`src/rtl/pwl_pkg.sv`:
```
// shared types, constants and state encoding for the piecewise-linear interpolator
package pwl_pkg;

    localparam int TABLE_DEPTH_DEF = 64;

    localparam logic OP_LOAD  = 1'b0;
    localparam logic OP_QUERY = 1'b1;

    localparam logic [1:0] CASE_LOW    = 2'd0;
    localparam logic [1:0] CASE_HIGH   = 2'd1;
    localparam logic [1:0] CASE_INTERP = 2'd2;
    localparam logic [1:0] CASE_EQUAL  = 2'd3;

    typedef struct packed {
        logic               op;
        logic [5:0]         entry_index;
        logic signed [31:0] point;
        logic signed [31:0] sample_value;
    } t_req;

    typedef struct packed {
        logic signed [31:0] result_value;
        logic [1:0]         case_taken;
    } t_rsp;

    typedef enum logic [3:0] {
        ST_IDLE,
        ST_RD0,
        ST_CHK0,
        ST_CHKN,
        ST_SCAN_RD,
        ST_SCAN_CHK,
        ST_PREV_RD,
        ST_PREV_LAT,
        ST_DIV,
        ST_MUL,
        ST_DONE
    } t_state;

    // controller to datapath
    typedef struct packed {
        logic load;
        logic latch_req;
        logic rd_first;
        logic rd_last;
        logic rd_scan;
        logic rd_prev;
        logic keep_first;
        logic keep_hi;
        logic keep_lo;
        logic scan_next;
        logic div_start;
        logic div_step;
        logic mul;
        logic out_low;
        logic out_high;
        logic out_mid;
    } t_cmd;

    // datapath to controller
    typedef struct packed {
        logic is_query;
        logic le_first;
        logic ge_last;
        logic lt_scan;
        logic div_done;
        logic equal_pts;
    } t_sts;

endpackage

```
`src/rtl/pwl_ctrl.sv`:
```
// controller state machine for the piecewise-linear interpolator
module pwl_ctrl (
    input  logic          i_clk,
    input  logic          i_rst_n,
    input  logic          i_start,
    input  pwl_pkg::t_sts i_sts,
    output pwl_pkg::t_cmd o_cmd,
    output logic          o_busy
);
    import pwl_pkg::*;

    t_state r_state, n_state;

    // state register
    always_ff @(posedge i_clk) begin
        if (!i_rst_n) begin
            r_state <= ST_IDLE;
        end else begin
            r_state <= n_state;
        end
    end

    // next state
    always_comb begin
        n_state = r_state;
        case (r_state)
            ST_IDLE:     if (i_start) n_state = ST_RD0;
            ST_RD0:      n_state = i_sts.is_query ? ST_CHK0 : ST_IDLE;
            ST_CHK0:     n_state = i_sts.le_first ? ST_IDLE : ST_CHKN;
            ST_CHKN:     n_state = i_sts.ge_last ? ST_IDLE : ST_SCAN_RD;
            ST_SCAN_RD:  n_state = ST_SCAN_CHK;
            ST_SCAN_CHK: n_state = i_sts.lt_scan ? ST_PREV_RD : ST_SCAN_RD;
            ST_PREV_RD:  n_state = ST_PREV_LAT;
            ST_PREV_LAT: n_state = i_sts.equal_pts ? ST_DONE : ST_DIV;
            ST_DIV:      if (i_sts.div_done) n_state = ST_MUL;
            ST_MUL:      n_state = ST_DONE;
            ST_DONE:     n_state = ST_IDLE;
            default:     n_state = ST_IDLE;
        endcase
    end

    // command outputs
    always_comb begin
        o_cmd  = '0;
        o_busy = (r_state != ST_IDLE);
        case (r_state)
            ST_IDLE: begin
                o_cmd.latch_req = i_start;
                o_cmd.load      = 1'b0;
            end
            ST_RD0: begin
                o_cmd.load     = ~i_sts.is_query;
                o_cmd.rd_first = i_sts.is_query;
            end
            ST_CHK0: begin
                o_cmd.keep_first = 1'b1;
                o_cmd.rd_last    = 1'b1;
                o_cmd.out_low    = i_sts.le_first;
            end
            ST_CHKN: begin
                o_cmd.out_high = i_sts.ge_last;
            end
            ST_SCAN_RD: begin
                o_cmd.rd_scan = 1'b1;
            end
            ST_SCAN_CHK: begin
                o_cmd.keep_hi   = 1'b1;
                o_cmd.scan_next = ~i_sts.lt_scan;
            end
            ST_PREV_RD: begin
                o_cmd.rd_prev = 1'b1;
            end
            ST_PREV_LAT: begin
                o_cmd.keep_lo   = 1'b1;
                o_cmd.div_start = 1'b1;
            end
            ST_DIV: begin
                o_cmd.div_step = 1'b1;
            end
            ST_MUL: begin
                o_cmd.mul = 1'b1;
            end
            ST_DONE: begin
                o_cmd.out_mid = 1'b1;
            end
            default: begin
                o_cmd = '0;
            end
        endcase
    end

endmodule

```
`config.mk`:
```
export PLATFORM = sky130hd
export DESIGN_NAME = pwl_ctrl
export DESIGN_NICKNAME = d
export VERILOG_FILES = /design/src/rtl/pwl_pkg.sv /design/src/rtl/pwl_ctrl.sv
export SDC_FILE = /design/constraint.sdc
export NUM_CORES = 1
export LEC_CHECK = 0
export ABC_AREA = 1
export BUFFER_PORTS_ARGS = -buffer_cell sky130_fd_sc_hd__buf_2
export CAP_MARGIN = 20
export CORE_MARGIN = 5
export CORE_UTILIZATION = 25
export CTS_CLUSTER_SIZE = 20
export DETAILED_ROUTE_END_ITERATION = 8
export SLEW_MARGIN = 20
export SYNTH_ARGS = -nofsm -noshare
export SYNTH_HDL_FRONTEND = slang
export SYNTH_SLANG_ARGS = --single-unit
```
`constraint.sdc`:
```
create_clock -name i_clk -period 2.74 [get_ports i_clk]
set_input_delay 0.274 -clock i_clk [delete_from_list [all_inputs] [get_ports i_clk]]
set_output_delay 0.274 -clock i_clk [all_outputs]
set_load 0.005 [all_outputs]
```
# Word level (Yosys, flattened, before mapping)
# Index checks and enable logic that the tools add are counted.
dict set report word_totals {
  reg_bits 4
  latchBits 0
  ramBits 0
  romBits 0
  output_inout_bits 17
  wordCells 40
  n_memories 0
}
dict set report classes {
  addsub 0
  n_mul 0
  div_mod_pow 0
  magnitude_cmp 0
  n_eq_ne 12
  shifts 0
  mux 22
  bitwise_logic 2
  n_reduce_logical 3
}
# operator n
set op_table {}
lappend op_table {{case mux 4 bit (10 select lines)} 1}
lappend op_table {{== test 4 x 3 -> 1 bit, second input constant} 4}
lappend op_table {{two-way mux 1 bit} 14}
lappend op_table {{== test 4 bit, second input constant} 3}
lappend op_table {{== test 4 x 2 -> 1 bit, second input constant} 2}
lappend op_table {{two-way mux 2 bit} 4}
lappend op_table {{two-way mux 4 bit} 2}
lappend op_table {{== test 4 x 1 -> 1 bit, second input constant} 1}
lappend op_table {{zero test 4 bit} 1}
lappend op_table {{!= test 2 bit, second input constant} 2}
lappend op_table {{nonzero test 4 bit} 1}
lappend op_table {{two-way mux 3 bit} 1}
lappend op_table {{inverter 1 bit} 2}
lappend op_table {{AND reduction 2 bit} 1}

# Logic depth before layout (Yosys ltp)
dict set report depth {
  depth_word 3
  mapped_depth 6
  ltp_nobuf 6
}

# Worst setup path before layout
# OpenSTA, ideal clock, no wires.
dict set report synth_timing {
  kind {reg2out}
  from {register r_state[1]}
  to {output port o_cmd[12] in the netlist's numbering}
  t_arrival_ps 899
  required_time_ps 2466
  slack_ps 1567
  stages_incl_launch_ff 6
  path_cell_list {dfxtp_1 inv_1 nor2_2 inv_1 nor2_1 buf_4}
}
# element line
set synth_rtl {}
lappend synth_rtl {{start, declared} pwl_ctrl.sv:12} ;# t_state r_state, n_state;
lappend synth_rtl {{start signal, assigned} pwl_ctrl.sv:19} ;# r_state <= n_state;
lappend synth_rtl {{end, declared} pwl_ctrl.sv:7} ;# output pwl_pkg::t_cmd o_cmd,

==> results_dict.tcl <==
set metrics [dict create \
    status "finished clean" \
    drcViolationCount 0 \
    period_needed_ns 1.54 \
    maxSlewHeadroom_pct 83.0 \
    cts-htree-levels 1 \
    grt_use_total_pct 9.13 \
    r2r_cells 6 \
    layout.area.seq_um2 80.1 \
    rr_endpoint "r_state[0]$_SDFFE_PN0P_" \
    critical-path-top-delay-family "simple AND/OR/NAND/NOR gates" \
    cts.reportedPaths.clkPinSlew_ns 0.04 \
    cap_viol_max_count 0 \
    fin_crit_sh_pct 56.1 \
    critPathMostFrequentCell "nor2_2" \
    grt_util_met1_pct 10.5 \
    dp_hpwl_um 874 \
    grt_setup_unrepaired "no" \
    cp.buffers_inverters 3 \
    critical_path.endpoint "o_cmd[14]" \
    r2r-start "r_state[1]$_SDFFE_PN0P_" \
    detail_route.wirelength_mm 1.00 \
    final-max-slew-violation-count 0 \
    post_synth_inst_count 67 \
    areaGrowthSynthToFinish_pct 41.6 \
    placed_area_um2 493 \
    largest-register "r_state" \
    worst-path-max-fanout 6 \
    antenna_found_initial 0 \
    critical_path.endpoint_type "primary output" \
    grt_pass1_wl_mm 1.48 \
    timing.fmax_ghz 0.651 \
    cts.repair.resized 0 \
    clk-insertion-delay-late_ns 0.23 \
    final.setup_skew_ns 0.000536 \
    boundaryPins 26 \
    synth_fp_nets 76 \
    die-height_um 48.2 \
    worstSetupPathDepth 6 \
    clk_root_buffer_cell "clkbuf_4" \
    setup_total_negative_slack_ns 0 \
    timing.reg2reg.setup_slack_ns 1.65 \
    via_count 468 \
    ys_seq_area_share_pct 22.0 \
    dp_worst_setup_slack_ns 1.46 \
    final_net_count 104 \
    grt_max_degree 8 \
    port_buffers 25 \
    gpl.final_weighted_congestion 0.875 \
    design.die.area_um2 2320 \
    cp_cell_sequence "nor2_2 > inv_2 > nor2_2 > inv_1 > nor2_1 > buf_2" \
    dr.pass1.iters 4 \
    cellLeakagePower_nw 0.357 \
    cpMaxStageDelayCell "dfxtp_1" \
    critPathLaunch "r_state[3]$_SDFFE_PN0P_" \
    gr-max-usage-layer "met2" \
    post_synth_num_cell_types 14 \
    std_cell_rows 13 \
    ir_drop_worst_vdd_mv 0.184 \
    worst_slew_pin_slew_ns 0.255 \
    fillers 157 \
    die_width_um 48.2 \
    clockBufferDepth 2 \
    cts_hold_buf 0 \
    grt_use_met2_pct 14.6 \
    most-common-layout-cells "buf_2 (25), inv_1 (15), nand2_1 (12)" \
    largest_reg_flops 4 \
    timing.hold.worst.class "in2reg" \
    initial_utilization_pct 27.3 \
    cp.arrival_ns 1.26 \
    post-layout-total-power_mw 0.182 \
    grt_pass1_vias 403 \
    post_cts_setup_repair_buffer_count 0 \
    start_kind "register" \
    netlist_area_um2 364 \
    postLayoutCoreUtil_pct 38.6 \
    final.setup.worst_slack_ns 1.20 \
    timing_worst_setup_path_type "reg2out" \
    cts_made_buffers 3 \
    first_iter_violations 5 \
    vias_per_cell 4.33 \
    hold_viol_final 0 \
    cpPeakStageDelay_ns 0.37 \
    drive_gt1_share_pct 38.7 \
    m3_gr_usage_pct 2.21 \
    p_per_area_nw_per_um2 354 \
    synth_warnings 0 \
    layout.cell_area.non_filler_um2 515 \
    hold_path_startpoint "i_rst_n" \
    fp.coreArea_um2 1330 \
    post_drt_wl_per_cell_um 9.30 \
    largest_registers "r_state (4)" \
    drt.antenna.violating_nets 0 \
    multi_input_combinational_cell_area_um2 201 \
    setup-violations-final 0 \
    register_bit_total_from_synthesis 4 \
    crit_required_ns 2.47 \
    cts_num_sinks 4 \
    avgSynthCellArea_um2 5.43 \
    insertedDiodeCount 0 \
    final_common_cell "buf_2" \
    global_route.overflow_total 0 \
    tritoncts "yes" \
]
synthesized netlist by cell type:
master,instances,area (um2)
a21oi_1,2,10.0
buf_4,2,15.0
dfxtp_1,4,80.1
inv_1,15,56.3
inv_2,3,11.3
nand2_1,12,45.0
nand3_1,8,40.0
nor2_1,9,33.8
nor2_2,4,25.0
nor2_4,1,11.3
nor3_1,4,20.0
nor4_1,1,6.26
o21ai_0,1,5.00
o21ai_1,1,5.00
kinds of logic after synthesis:
logic type | synth area share [%]
buffers and inverters | 22.7
and+or+nand+nor | 49.8
DFF | 22.0
AOI/OAI and AO/OA | 5.50
layer usage:
| metal | share of wire (%) | routed length, um | vias up |
|---|---|---|---|
| met5 | 0 | 0 | - |
| met4 | 0 | 0 | 0 |
| met3 | 10 | 100 | 0 |
| met2 | 49 | 487 | 13 |
| met1 | 41 | 416 | 201 |
| li1 | - | - | 254 |
area by class of cell:
class,instances,area share (%)
repair buffers,25,24.3
flip-flops and latches,4,15.5
well taps,15,3.64
clock buffers,3,4.37
multi-input cells,43,39.1
inverters,18,13.1
through the flow:
step	hold slack, ns	std cells
3_3_place_gp	0.524	105
3_5_place_dp	0.533	105
5_1_grt	0.301	108
2_1_floorplan	0.399	67
6_report	0.293	108
4_1_cts	0.283	108
report_power, final:
| part | internal (mW) | switching, mW | leakage (nW) |
|---|---|---|---|
| logic | 0.0200 | 0.0256 | 0.310 |
| registers | 0.0616 | 0.00447 | 0.0326 |
| clock network | 0.0489 | 0.0220 | 0.0138 |
| total | 0.130 | 0.0521 | 0.357 |
worst reg2reg max path: cells and delay by family (launching register included):
| kind | cells | cell delay [ns] |
|---|---|---|
| buffers and inverters | 1 | 0.10 |
| flip-flops | 1 | 0.43 |
| AND/OR/NAND/NOR | 5 | 0.48 |
worst min-delay path by stage:
stage,endpoint,slack (ns),cells after the start
2_1_floorplan,r_state[0]$_SDFFE_PN0P_,0.40,2
3_3_place_gp,r_state[0]$_SDFFE_PN0P_,0.52,3
3_5_place_dp,r_state[0]$_SDFFE_PN0P_,0.53,3
4_1_cts,r_state[0]$_SDFFE_PN0P_,0.28,3
5_1_grt,r_state[0]$_SDFFE_PN0P_,0.30,3
6_report,r_state[0]$_SDFFE_PN0P_,0.29,3
(Power assumes the default switching activity.)
